File: config.mk
export PLATFORM = sky130hd
export DESIGN_NAME = adsr_envelope_stereo_gain
export DESIGN_NICKNAME = d
export VERILOG_FILES = /design/src/hdl/aesg_pkg.sv /design/src/hdl/aesg_front.sv /design/src/hdl/aesg_back.sv /design/src/hdl/adsr_envelope_stereo_gain.sv
export SDC_FILE = /design/constraint.sdc
export NUM_CORES = 2
export LEC_CHECK = 0
export ABC_AREA = 1
export BUFFER_PORTS_ARGS = -buffer_cell sky130_fd_sc_hd__buf_2
export CORE_MARGIN = 4
export CORE_UTILIZATION = 65
export DETAILED_ROUTE_END_ITERATION = 10
export PLACE_DENSITY = 0.9
export SLEW_MARGIN = 20
export SYNTH_ARGS = -nofsm -noshare
export SYNTH_HDL_FRONTEND = slang
export SYNTH_HIERARCHICAL = 1
export SYNTH_SLANG_ARGS = --single-unit
File: constraint.sdc
create_clock -name i_clk -period 8.5 [get_ports i_clk]
set_input_delay 1.275 -clock i_clk [delete_from_list [all_inputs] [get_ports i_clk]]
set_output_delay 1.275 -clock i_clk [all_outputs]
set_load 0.02 [all_outputs]
File: src/hdl/aesg_pkg.sv
// ----------------------------------------------------------------------------
// aesg_pkg: shared types, constants and arithmetic helpers
// Formats, item and configuration types, and the fixed-point functions used
// by the envelope engine of the stereo envelope gain stage.
// ----------------------------------------------------------------------------
package aesg_pkg;

    localparam int SAMPLE_BITS = 24;
    localparam int LVL_W       = 17;
    localparam int STEP_W      = 25;
    localparam int PROG_W      = 26;
    localparam int CFG_W       = 25;
    localparam int CFG_IDX_W   = 2;
    localparam int FRAC_W      = 24;
    localparam int RND_W       = LVL_W + FRAC_W;
    localparam int MA_W        = (SAMPLE_BITS + 1 > LVL_W + 1) ? SAMPLE_BITS + 1 : LVL_W + 1;
    localparam int MB_W        = PROG_W;
    localparam int PROD_W      = MA_W + MB_W;
    localparam int SH_W        = PROD_W - 16;
    localparam int Q_DEPTH     = 2;
    localparam int QP_W        = (Q_DEPTH > 1) ? $clog2(Q_DEPTH) : 1;
    localparam int QC_W        = $clog2(Q_DEPTH + 1);

    localparam logic [LVL_W-1:0]  ONE_Q16  = LVL_W'(65536);
    localparam logic [STEP_W-1:0] ONE_Q24  = STEP_W'(16777216);
    localparam logic [RND_W-1:0]  HALF_Q24 = RND_W'(8388608);

    localparam logic [CFG_IDX_W-1:0] REG_ATTACK  = CFG_IDX_W'(0);
    localparam logic [CFG_IDX_W-1:0] REG_DECAY   = CFG_IDX_W'(1);
    localparam logic [CFG_IDX_W-1:0] REG_SUSTAIN = CFG_IDX_W'(2);
    localparam logic [CFG_IDX_W-1:0] REG_RELEASE = CFG_IDX_W'(3);

    localparam logic [STEP_W-1:0] RST_ATTACK  = STEP_W'(34953);
    localparam logic [STEP_W-1:0] RST_DECAY   = STEP_W'(1748);
    localparam logic [LVL_W-1:0]  RST_SUSTAIN = LVL_W'(45875);
    localparam logic [STEP_W-1:0] RST_RELEASE = STEP_W'(1165);

    localparam logic [1:0] KIND_SAMPLE  = 2'd0;
    localparam logic [1:0] KIND_TRIGGER = 2'd1;
    localparam logic [1:0] KIND_RELEASE = 2'd2;
    localparam logic [1:0] KIND_CLEAR   = 2'd3;

    typedef enum logic [1:0] {
        CLS_SAMPLE,
        CLS_TRIGGER,
        CLS_RELEASE,
        CLS_CLEAR
    } t_cls;

    typedef enum logic [2:0] {
        ST_IDLE    = 3'd0,
        ST_ATTACK  = 3'd1,
        ST_DECAY   = 3'd2,
        ST_SUSTAIN = 3'd3,
        ST_RELEASE = 3'd4
    } t_stage;

    typedef enum logic [2:0] {
        SEQ_IDLE,
        SEQ_LVL,
        SEQ_LEFT,
        SEQ_RIGHT,
        SEQ_FIN
    } t_seq;

    typedef enum logic [1:0] {
        MS_ENV,
        MS_LVL,
        MS_LEFT,
        MS_RIGHT
    } t_msel;

    typedef struct packed {
        t_cls                           cls;
        logic signed [SAMPLE_BITS-1:0]  left;
        logic signed [SAMPLE_BITS-1:0]  right;
        logic                           present;
    } t_item;

    typedef struct packed {
        logic [STEP_W-1:0] attack_step;
        logic [STEP_W-1:0] decay_step;
        logic [LVL_W-1:0]  sustain_level;
        logic [STEP_W-1:0] release_step;
    } t_cfg;

    function automatic t_cls classify(input logic [1:0] kind);
        t_cls c;
        case (kind)
            KIND_SAMPLE:  c = CLS_SAMPLE;
            KIND_TRIGGER: c = CLS_TRIGGER;
            KIND_RELEASE: c = CLS_RELEASE;
            KIND_CLEAR:   c = CLS_CLEAR;
            default:      c = CLS_SAMPLE;
        endcase
        return c;
    endfunction

    function automatic logic [LVL_W-1:0] sat_q16(input logic [LVL_W-1:0] v);
        return (v > ONE_Q16) ? ONE_Q16 : v;
    endfunction

    function automatic logic [STEP_W-1:0] clamp_prog(input logic [PROG_W-1:0] p);
        return (p > PROG_W'(ONE_Q24)) ? ONE_Q24 : p[STEP_W-1:0];
    endfunction

    function automatic logic [STEP_W-1:0] prog_factor(input t_stage st,
                                                      input logic [STEP_W-1:0] p);
        return (st == ST_RELEASE) ? (ONE_Q24 - p) : p;
    endfunction

    function automatic logic [LVL_W-1:0] env_coef(input t_stage st,
                                                  input logic [LVL_W-1:0] lv,
                                                  input logic [LVL_W-1:0] sus,
                                                  input logic [LVL_W-1:0] rs);
        logic [LVL_W-1:0] c;
        case (st)
            ST_ATTACK:  c = ONE_Q16 - lv;
            ST_DECAY:   c = ONE_Q16 - sus;
            ST_RELEASE: c = rs;
            default:    c = '0;
        endcase
        return c;
    endfunction

    function automatic logic [LVL_W-1:0] env_mix(input t_stage st,
                                                 input logic [LVL_W-1:0] lv,
                                                 input logic [LVL_W-1:0] sus,
                                                 input logic signed [PROD_W-1:0] prod);
        logic [RND_W-1:0] q;
        logic [LVL_W-1:0] rnd;
        logic [LVL_W-1:0] e;
        q   = prod[RND_W-1:0] + HALF_Q24;
        rnd = q[RND_W-1:FRAC_W];
        case (st)
            ST_ATTACK:  e = lv + rnd;
            ST_DECAY:   e = ONE_Q16 - rnd;
            ST_SUSTAIN: e = sus;
            ST_RELEASE: e = rnd;
            default:    e = '0;
        endcase
        return e;
    endfunction

    function automatic logic [SAMPLE_BITS-1:0] scale_round(
        input logic signed [PROD_W-1:0] prod);
        logic signed [PROD_W-1:0] t;
        logic signed [SH_W-1:0]   sh;
        logic signed [SH_W-1:0]   smax;
        logic signed [SH_W-1:0]   smin;
        logic [SAMPLE_BITS-1:0]   r;
        smax = SH_W'((64'sd1 <<< (SAMPLE_BITS - 1)) - 64'sd1);
        smin = -smax - SH_W'(1);
        t    = prod + $signed(PROD_W'(32768));
        sh   = t[PROD_W-1:16];
        if (sh > smax) begin
            r = smax[SAMPLE_BITS-1:0];
        end else if (sh < smin) begin
            r = smin[SAMPLE_BITS-1:0];
        end else begin
            r = sh[SAMPLE_BITS-1:0];
        end
        return r;
    endfunction

    function automatic logic [SAMPLE_BITS-1:0] env_sample(input logic [LVL_W-1:0] env);
        logic [SAMPLE_BITS+16:0] w;
        logic [SAMPLE_BITS:0]    v;
        logic [SAMPLE_BITS:0]    vmax;
        vmax = (SAMPLE_BITS + 1)'((64'd1 << (SAMPLE_BITS - 1)) - 64'd1);
        w    = (SAMPLE_BITS + 17)'({env, {(SAMPLE_BITS - 1){1'b0}}})
             + (SAMPLE_BITS + 17)'(32768);
        v    = w[SAMPLE_BITS+16:16];
        return (v > vmax) ? vmax[SAMPLE_BITS-1:0] : v[SAMPLE_BITS-1:0];
    endfunction

endpackage

File: src/hdl/aesg_front.sv
// ----------------------------------------------------------------------------
// aesg_front: input acceptance, classification and item queue
// Accepts input transactions, decodes the item kind and holds the items in a
// short queue that the envelope engine drains at its own pace.
// ----------------------------------------------------------------------------
module aesg_front (
    input  logic                                  i_clk,
    input  logic                                  i_rst_n,
    input  logic                                  i_valid,
    output logic                                  o_stall,
    input  logic [1:0]                            i_kind,
    input  logic signed [aesg_pkg::SAMPLE_BITS-1:0] i_left_in,
    input  logic signed [aesg_pkg::SAMPLE_BITS-1:0] i_right_in,
    input  logic                                  i_input_present,
    output logic                                  o_head_valid,
    output aesg_pkg::t_item                       o_head,
    input  logic                                  i_pop
);
    import aesg_pkg::*;

    t_item           r_q [Q_DEPTH];
    logic [QP_W-1:0] r_wp;
    logic [QP_W-1:0] r_rp;
    logic [QC_W-1:0] r_cnt;
    logic            w_push;
    t_item           w_item;

    assign o_stall      = (r_cnt == QC_W'(Q_DEPTH));
    assign w_push       = i_valid && !o_stall;
    assign o_head_valid = (r_cnt != '0);
    assign o_head       = r_q[r_rp];

    always_comb begin
        w_item.cls     = classify(i_kind);
        w_item.left    = i_left_in;
        w_item.right   = i_right_in;
        w_item.present = i_input_present;
    end

    always_ff @(posedge i_clk) begin
        if (!i_rst_n) begin
            r_wp  <= '0;
            r_rp  <= '0;
            r_cnt <= '0;
        end else begin
            if (w_push) begin
                r_wp <= (r_wp == QP_W'(Q_DEPTH - 1)) ? '0 : r_wp + QP_W'(1);
            end
            if (i_pop) begin
                r_rp <= (r_rp == QP_W'(Q_DEPTH - 1)) ? '0 : r_rp + QP_W'(1);
            end
            if (w_push && !i_pop) begin
                r_cnt <= r_cnt + QC_W'(1);
            end else if (!w_push && i_pop) begin
                r_cnt <= r_cnt - QC_W'(1);
            end
        end
    end

    always_ff @(posedge i_clk) begin
        if (w_push) begin
            r_q[r_wp] <= w_item;
        end
    end

endmodule

File: src/hdl/aesg_back.sv
// ----------------------------------------------------------------------------
// aesg_back: envelope engine and result register
// Applies events to the envelope state and, for each sample, computes the
// envelope, the scaled channels and the next state on one shared multiplier.
// ----------------------------------------------------------------------------
module aesg_back (
    input  logic                                    i_clk,
    input  logic                                    i_rst_n,
    input  aesg_pkg::t_cfg                          i_cfg,
    input  logic                                    i_head_valid,
    input  aesg_pkg::t_item                         i_head,
    output logic                                    o_pop,
    output logic                                    o_valid,
    input  logic                                    i_stall,
    output logic signed [aesg_pkg::SAMPLE_BITS-1:0] o_left_out,
    output logic signed [aesg_pkg::SAMPLE_BITS-1:0] o_right_out,
    output logic [aesg_pkg::LVL_W-1:0]              o_env_level
);
    import aesg_pkg::*;

    t_seq                          r_seq;
    t_seq                          n_seq;
    t_stage                        r_stage;
    t_stage                        n_stage;
    logic [LVL_W-1:0]              r_level;
    logic [LVL_W-1:0]              n_level;
    logic [PROG_W-1:0]             r_progress;
    logic [PROG_W-1:0]             n_progress;
    logic [LVL_W-1:0]              r_rstart;
    logic [LVL_W-1:0]              n_rstart;
    logic [PROG_W-1:0]             r_psum;
    logic signed [PROD_W-1:0]      r_prod;
    logic [LVL_W-1:0]              r_env;
    logic [LVL_W-1:0]              r_lvl;
    logic signed [SAMPLE_BITS-1:0] r_left;
    logic signed [SAMPLE_BITS-1:0] r_left_in;
    logic signed [SAMPLE_BITS-1:0] r_right_in;
    logic                          r_present;
    logic                          r_ovalid;
    logic signed [SAMPLE_BITS-1:0] r_oleft;
    logic signed [SAMPLE_BITS-1:0] r_oright;
    logic [LVL_W-1:0]              r_oenv;

    logic                          w_out_free;
    logic                          w_is_sample;
    logic                          w_ld_item;
    logic                          w_ld_prod;
    logic                          w_ld_env;
    logic                          w_ld_lvl;
    logic                          w_ld_left;
    logic                          w_ld_out;
    logic                          w_event;
    logic                          w_commit;
    t_msel                         w_msel;
    logic [LVL_W-1:0]              w_lv;
    logic [LVL_W-1:0]              w_sus;
    logic [LVL_W-1:0]              w_rs;
    logic [LVL_W-1:0]              w_coef;
    logic [STEP_W-1:0]             w_step;
    logic [PROG_W-1:0]             w_psum;
    logic [STEP_W-1:0]             w_pf_env;
    logic [STEP_W-1:0]             w_pf_lvl;
    logic signed [MA_W-1:0]        w_a;
    logic signed [MB_W-1:0]        w_b;
    logic signed [PROD_W-1:0]      w_prod;
    logic [LVL_W-1:0]              w_mix;
    logic                          w_active;
    logic                          w_done;
    logic signed [SAMPLE_BITS-1:0] w_oleft;
    logic signed [SAMPLE_BITS-1:0] w_oright;

    assign w_out_free  = !r_ovalid || !i_stall;
    assign w_is_sample = (i_head.cls == CLS_SAMPLE);

    always_comb begin
        n_seq = r_seq;
        case (r_seq)
            SEQ_IDLE: begin
                if (i_head_valid && w_is_sample) begin
                    n_seq = SEQ_LVL;
                end
            end
            SEQ_LVL:   n_seq = SEQ_LEFT;
            SEQ_LEFT:  n_seq = SEQ_RIGHT;
            SEQ_RIGHT: n_seq = SEQ_FIN;
            SEQ_FIN: begin
                if (w_out_free) begin
                    n_seq = SEQ_IDLE;
                end
            end
            default:   n_seq = SEQ_IDLE;
        endcase
    end

    always_comb begin
        o_pop     = 1'b0;
        w_ld_item = 1'b0;
        w_ld_prod = 1'b0;
        w_ld_env  = 1'b0;
        w_ld_lvl  = 1'b0;
        w_ld_left = 1'b0;
        w_ld_out  = 1'b0;
        w_event   = 1'b0;
        w_commit  = 1'b0;
        w_msel    = MS_ENV;
        case (r_seq)
            SEQ_IDLE: begin
                if (i_head_valid) begin
                    o_pop = 1'b1;
                    if (w_is_sample) begin
                        w_ld_item = 1'b1;
                        w_ld_prod = 1'b1;
                    end else begin
                        w_event = 1'b1;
                    end
                end
            end
            SEQ_LVL: begin
                w_ld_env  = 1'b1;
                w_ld_prod = 1'b1;
                w_msel    = MS_LVL;
            end
            SEQ_LEFT: begin
                w_ld_lvl  = 1'b1;
                w_ld_prod = 1'b1;
                w_msel    = MS_LEFT;
            end
            SEQ_RIGHT: begin
                w_ld_left = 1'b1;
                w_ld_prod = 1'b1;
                w_msel    = MS_RIGHT;
            end
            SEQ_FIN: begin
                w_ld_out = w_out_free;
                w_commit = w_out_free;
            end
            default: begin
                w_msel = MS_ENV;
            end
        endcase
    end

    assign w_lv     = sat_q16(r_level);
    assign w_sus    = sat_q16(i_cfg.sustain_level);
    assign w_rs     = sat_q16(r_rstart);
    assign w_coef   = env_coef(r_stage, w_lv, w_sus, w_rs);
    assign w_psum   = r_progress + PROG_W'(w_step);
    assign w_pf_env = prog_factor(r_stage, clamp_prog(r_progress));
    assign w_pf_lvl = prog_factor(r_stage, clamp_prog(r_psum));
    assign w_mix    = env_mix(r_stage, w_lv, w_sus, r_prod);
    assign w_active = (r_stage == ST_ATTACK) || (r_stage == ST_DECAY)
                   || (r_stage == ST_RELEASE);
    assign w_done   = (r_psum[PROG_W-1:FRAC_W] != '0);

    always_comb begin
        case (r_stage)
            ST_ATTACK:  w_step = i_cfg.attack_step;
            ST_DECAY:   w_step = i_cfg.decay_step;
            ST_RELEASE: w_step = i_cfg.release_step;
            default:    w_step = '0;
        endcase
    end

    always_comb begin
        case (w_msel)
            MS_ENV: begin
                w_a = MA_W'(w_coef);
                w_b = MB_W'(w_pf_env);
            end
            MS_LVL: begin
                w_a = MA_W'(w_coef);
                w_b = MB_W'(w_pf_lvl);
            end
            MS_LEFT: begin
                w_a = MA_W'(r_left_in);
                w_b = MB_W'(r_env);
            end
            MS_RIGHT: begin
                w_a = MA_W'(r_right_in);
                w_b = MB_W'(r_env);
            end
            default: begin
                w_a = '0;
                w_b = '0;
            end
        endcase
    end

    assign w_prod = PROD_W'(w_a) * PROD_W'(w_b);

    always_comb begin
        n_stage    = r_stage;
        n_level    = r_level;
        n_progress = r_progress;
        n_rstart   = r_rstart;
        if (w_event) begin
            case (i_head.cls)
                CLS_TRIGGER: begin
                    n_stage    = ST_ATTACK;
                    n_progress = '0;
                end
                CLS_RELEASE: begin
                    if (r_stage != ST_IDLE && r_stage != ST_RELEASE) begin
                        n_rstart   = r_level;
                        n_stage    = ST_RELEASE;
                        n_progress = '0;
                    end
                end
                CLS_CLEAR: begin
                    n_stage    = ST_IDLE;
                    n_level    = '0;
                    n_progress = '0;
                    n_rstart   = '0;
                end
                default: begin
                    n_stage = r_stage;
                end
            endcase
        end else if (w_commit) begin
            if (!w_active) begin
                n_level = r_env;
            end else if (w_done) begin
                n_progress = '0;
                case (r_stage)
                    ST_ATTACK: begin
                        n_stage = ST_DECAY;
                        n_level = ONE_Q16;
                    end
                    ST_DECAY: begin
                        n_stage = ST_SUSTAIN;
                        n_level = w_sus;
                    end
                    default: begin
                        n_stage = ST_IDLE;
                        n_level = '0;
                    end
                endcase
            end else begin
                n_progress = r_psum;
                n_level    = r_lvl;
            end
        end
    end

    always_comb begin
        if (r_present) begin
            w_oleft  = r_left;
            w_oright = scale_round(r_prod);
        end else begin
            w_oleft  = env_sample(r_env);
            w_oright = env_sample(r_env);
        end
    end

    always_ff @(posedge i_clk) begin
        if (!i_rst_n) begin
            r_seq      <= SEQ_IDLE;
            r_stage    <= ST_IDLE;
            r_level    <= '0;
            r_progress <= '0;
            r_rstart   <= '0;
            r_ovalid   <= 1'b0;
        end else begin
            r_seq      <= n_seq;
            r_stage    <= n_stage;
            r_level    <= n_level;
            r_progress <= n_progress;
            r_rstart   <= n_rstart;
            if (w_ld_out) begin
                r_ovalid <= 1'b1;
            end else if (!i_stall) begin
                r_ovalid <= 1'b0;
            end
        end
    end

    always_ff @(posedge i_clk) begin
        if (w_ld_item) begin
            r_left_in  <= i_head.left;
            r_right_in <= i_head.right;
            r_present  <= i_head.present;
            r_psum     <= w_psum;
        end
        if (w_ld_prod) begin
            r_prod <= w_prod;
        end
        if (w_ld_env) begin
            r_env <= w_mix;
        end
        if (w_ld_lvl) begin
            r_lvl <= w_mix;
        end
        if (w_ld_left) begin
            r_left <= scale_round(r_prod);
        end
        if (w_ld_out) begin
            r_oleft  <= w_oleft;
            r_oright <= w_oright;
            r_oenv   <= r_env;
        end
    end

    assign o_valid     = r_ovalid;
    assign o_left_out  = r_oleft;
    assign o_right_out = r_oright;
    assign o_env_level = r_oenv;

endmodule

File: src/hdl/adsr_envelope_stereo_gain.sv
// ----------------------------------------------------------------------------
// adsr_envelope_stereo_gain: stereo gain stage driven by an ADSR envelope
// Holds the configuration registers and joins the input queue to the
// envelope engine.
// ----------------------------------------------------------------------------
// Trigger, release and reset events change the envelope state and give no
// result; each sample gives one result, the two channels scaled by the current
// envelope or, with no input present, the envelope itself. An event is handled
// by the engine in its idle state; a sample runs through the idle, level, left,
// right and finish states, because a single 25 by 26 bit multiplier is used
// four times per sample (envelope, next level, left, right) before the result
// is committed. A two-entry queue in front of the engine and a result register
// behind it let inputs be accepted while a result is still waiting to be taken.
module adsr_envelope_stereo_gain (
    input  logic                                    i_clk,
    input  logic                                    i_rst_n,
    input  logic                                    i_cfg_we,
    input  logic [aesg_pkg::CFG_IDX_W-1:0]          i_cfg_idx,
    input  logic [aesg_pkg::CFG_W-1:0]              i_cfg_data,
    input  logic                                    i_valid,
    output logic                                    o_stall,
    input  logic [1:0]                              i_kind,
    input  logic signed [aesg_pkg::SAMPLE_BITS-1:0] i_left_in,
    input  logic signed [aesg_pkg::SAMPLE_BITS-1:0] i_right_in,
    input  logic                                    i_input_present,
    output logic                                    o_valid,
    input  logic                                    i_stall,
    output logic signed [aesg_pkg::SAMPLE_BITS-1:0] o_left_out,
    output logic signed [aesg_pkg::SAMPLE_BITS-1:0] o_right_out,
    output logic [aesg_pkg::LVL_W-1:0]              o_env_level
);
    import aesg_pkg::*;

    t_cfg  r_cfg;
    logic  w_head_valid;
    t_item w_head;
    logic  w_pop;

    always_ff @(posedge i_clk) begin
        if (!i_rst_n) begin
            r_cfg.attack_step   <= RST_ATTACK;
            r_cfg.decay_step    <= RST_DECAY;
            r_cfg.sustain_level <= RST_SUSTAIN;
            r_cfg.release_step  <= RST_RELEASE;
        end else if (i_cfg_we) begin
            case (i_cfg_idx)
                REG_ATTACK:  r_cfg.attack_step   <= i_cfg_data[STEP_W-1:0];
                REG_DECAY:   r_cfg.decay_step    <= i_cfg_data[STEP_W-1:0];
                REG_SUSTAIN: r_cfg.sustain_level <= i_cfg_data[LVL_W-1:0];
                REG_RELEASE: r_cfg.release_step  <= i_cfg_data[STEP_W-1:0];
                default:     r_cfg               <= r_cfg;
            endcase
        end
    end

    aesg_front u_front (
        .i_clk           (i_clk),
        .i_rst_n         (i_rst_n),
        .i_valid         (i_valid),
        .o_stall         (o_stall),
        .i_kind          (i_kind),
        .i_left_in       (i_left_in),
        .i_right_in      (i_right_in),
        .i_input_present (i_input_present),
        .o_head_valid    (w_head_valid),
        .o_head          (w_head),
        .i_pop           (w_pop)
    );

    aesg_back u_back (
        .i_clk        (i_clk),
        .i_rst_n      (i_rst_n),
        .i_cfg        (r_cfg),
        .i_head_valid (w_head_valid),
        .i_head       (w_head),
        .o_pop        (w_pop),
        .o_valid      (o_valid),
        .i_stall      (i_stall),
        .o_left_out   (o_left_out),
        .o_right_out  (o_right_out),
        .o_env_level  (o_env_level)
    );

`ifndef SYNTHESIS
    a_pop_needs_item: assert property (@(posedge i_clk) disable iff (!i_rst_n)
        w_pop |-> w_head_valid)
        else $error("engine took an item from an empty queue");

    a_accept_queued: assert property (@(posedge i_clk) disable iff (!i_rst_n)
        (i_valid && !o_stall) |=> w_head_valid)
        else $error("accepted transaction missing from the queue");

    a_env_range: assert property (@(posedge i_clk) disable iff (!i_rst_n)
        o_valid |-> (o_env_level <= ONE_Q16))
        else $error("envelope above full scale");

    a_zero_env_silent: assert property (@(posedge i_clk) disable iff (!i_rst_n)
        (o_valid && (o_env_level == '0)) |-> ((o_left_out == '0) && (o_right_out == '0)))
        else $error("non-zero output with a zero envelope");
`endif

endmodule

==> metrics.md <==
| Metric | Value |
|---|---|
| Status | `complete, no violations` |
| Kind of end point of the critical path | `flop` |
| DRC viols | `0` |
| Unrepaired setup endpoints after global routing | `yes` |
| WL/cell | `between 20 and 25 um` |
| Nets | `about 7000` |
| Average via count per standard cell | `5.86` |
| Setup slack after layout | `106 ps` |
| Number of CTS-inserted buffers | `52` |
| Clock Skew | `56.8 ps` |
| Synth-to-Final Area Change | `15.7%` |
| Initial Util | `65.7%` |
| Final Hold Violating Endpoints | `0` |
| Layout cells sized above 1 | `17.4%` |
| H-tree Lvls | `2` |
| Clock Pin Slew Worst Setup and Hold Paths | `60 ps` |
| PD cells | `around 310 nW/um2` |
| Post-DP HPWL | `116 mm` |
| 1st-iter DRT viols | `4927` |
| CTS root buf | `clkbuf_16` |
| DIE HEIGHT | `between 200 and 300 um` |
| Hold depth | `2` |
| Die width | `277 um` |
| Grt ovf | `0` |
| Vias | `41900` |
| Reg2Reg Depth | `42` |
| Placed cell count | `7000` |
| IO Pins | `150` |
| FILL cells | `4951` |
| Worst Hold Class | `flop to flop` |
| Slew Viols, Final | `0` |
| Warning count from the yosys run | `6` |
| Worst-case clock buffer depth | `3` |
| Req. time, crit path | `8900 ps` |
| Worst setup path category | `flop to flop` |
| Leak | `0.0259 uW` |
| Fmax | `119 MHz` |
| Slowest stage delay, CP | `590 ps` |
| Seq cells post-synth | `500` |
| Number of distinct library cells after synthesis | `67` |
| Antenna viol nets, final | `0` |
| # Max-Cap Violations | `0` |
| Relative slew slack | `17.5%` |
| Data arrival, critical path | `8800 ps` |
| Sequential-to-total area share from yosys stat | `roughly 28%` |
| # port buffers | `149` |
| Ys flop type | `edfxtp_1` |
| CP bufs+invs | `12` |
| Share of the clock period used by the worst path | `98.8%` |
| Gate count of the mapped netlist | `5683` |
| Startpoint Class | `flop` |
| TritonCTS clock tree | `yes` |
| Vias in the first global route | `41800` |
| Routed WL | `149 mm` |
| Ys async rst share | `0%` |
| # rows | `98` |
| Setup_tns | `0 ps` |
| Clock Latency Late Sink | `640 ps` |
| Syn Area/Cell | `about 8.3 um2` |
| Cell Area, Synth | `47000 um2` |
| Peak supply drop | `0.286 mV` |
| Initial antenna violation count | `5` |
| Largest net degree at the start of global routing | `83` |
| EDFF count, synth | `336` |
| Fin crit period | `approximately 8400 ps` |
| Tightest Pin Transition | `1240 ps` |
| Top delay family on crit path | `adder cells` |
| Final Non-Filler Cells | `7150` |
| CP Max Fanout | `8` |
| GR Util All Layers | `a little under two fifths` |
| Detailed Routing Iterations Pass 1 | `6` |
| Die area | `roughly 77000 um2` |
| RePlAce Congestion | `approximately 1.1` |
| First-pass GRT wire length | `226 mm` |
| Core area | `71600 um2` |
| Setup WS pre-CTS | `-198 ps` |
| Clk sinks | `500` |
| Final setup violation count | `0` |
| Crit-path slowest cell | `fa_1` |
| WP depth | `42` |
-- cells in the final DEF, fill, tap and decap left out, types with 229 or more instances in the layout --
| cell | count |
|---|---|
| nand2_1 | 1146 |
| inv_1 | 1068 |
| nor2_1 | 624 |
| fa_1 | 508 |
| buf_4 | 381 |
| edfxtp_1 | 336 |
| nand3_1 | 256 |
| ha_1 | 235 |
| a21oi_1 | 229 |
-- sequential cells by signal, indices dropped and copies added, names as in the netlist, 24 cells and up, named ones only --
signal              count
u_back/r_right_in      24
u_back/r_left_in       24
u_back/r_progress      26
u_back/o_left_out      24
u_back/r_left          24
r_cfg                  92
u_front/r_q           102
u_back/o_right_out     24
u_back/r_psum          26
u_back/r_prod          36
-- tightest hold or removal path: stages, from the launching register on --
cell and delay, ps:
dfxtp_1 330, nand2_1 50, nand3_1 50
-- timing repair --
item	in CTS	in global routing
setup buffers	0	45
gates resized for setup	12	327
endpoints found under the setup margin	14	35
gates cloned	0	2
pin swaps	2	81
hold buffers	0	0
-- synth_stat cells, drive strengths merged (12+ instances only) --
| master | n | area, um2 |
|---|---|---|
| nand4 | 49 | 328 |
| mux2 | 51 | 762 |
| inv | 1118 | 4200 |
| dfxtp | 164 | 3280 |
| clkbuf | 107 | 402 |
| o2111ai | 14 | 123 |
| nand2 | 1239 | 4780 |
| buf | 99 | 612 |
| nand3 | 275 | 1400 |
| xnor2 | 27 | 236 |
| nor2 | 698 | 2680 |
| xor2 | 81 | 709 |
| a21oi | 260 | 1310 |
| edfxtp | 336 | 10100 |
| o21a | 12 | 90.1 |
| a211oi | 16 | 120 |
| fa | 527 | 10600 |
| nor3 | 43 | 262 |
| o21ai | 154 | 778 |
| o211ai | 38 | 285 |
| a31oi | 23 | 144 |
| ha | 255 | 3190 |
-- logic make-up after synthesis --
kind of cell,share of synthesized area [%]
AO/OA/AOI/OAI,6.98
XOR/XNOR,2.01
adder cells (fa/ha/maj),29.2
buffers and inverters,11.1
flip-flops,28.4
multiplexers,1.62
other,0.0160
AND/OR/NAND/NOR,20.6
-- area by class of cell --
class | instances | area [um2] | share of cell area, %
diodes | 6 | 15.0 | 0.0276
clock buffers | 65 | 1410 | 2.60
clock inverters | 32 | 353 | 0.649
flip-flops and latches | 500 | 13400 | 24.6
well taps | 950 | 1190 | 2.18
repair buffers | 565 | 4130 | 7.58
inverters | 1125 | 4270 | 7.85
multi-input cells | 3907 | 29600 | 54.5
-- stage by stage --
stage | util [%] | area [um2] | hold WS (ps) | power, uW
5_1_grt | 76.0 | 54400 | 478 | 17500
2_1_floorplan | - | 47200 | 424 | 9300
4_1_cts | 73.9 | 52900 | 459 | 15500
3_3_place_gp | 71.4 | 51100 | 440 | 12800
6_report | 76.0 | 54400 | 459 | 16600
3_5_place_dp | 71.4 | 51100 | 443 | 13100
-- power by group --
part           switching, uW  leakage, uW  total, uW  internal [uW]
logic                   6840       0.0206      10700           3870
registers                348      0.00444       3580           3230
clock network           1030     0.000855       2350           1320
total                   8210       0.0259      16600           8410
-- worst paths after layout --
check	from	to	slack (ps)
setup / recovery	u_back/r_level[0]$_SDFFE_PN0P_	u_back/r_prod[48]$_DFFE_PP_	110
hold reg to reg	r_cfg[82]$_SDFFE_PN1P_	r_cfg[82]$_SDFFE_PN1P_	460
setup reg to reg	u_back/r_level[0]$_SDFFE_PN0P_	u_back/r_prod[48]$_DFFE_PP_	110
hold / removal	r_cfg[82]$_SDFFE_PN1P_	r_cfg[82]$_SDFFE_PN1P_	460
-- layer usage --
metal	GRT usage [%]	vias up	wire length, um
met5	0	-	13
met2	60.0	2761	67300
met4	21.2	2	11200
met3	9.10	741	18400
li1	-	18600	-
met1	46.9	19800	52100
Power figures use the tool's default switching activity.
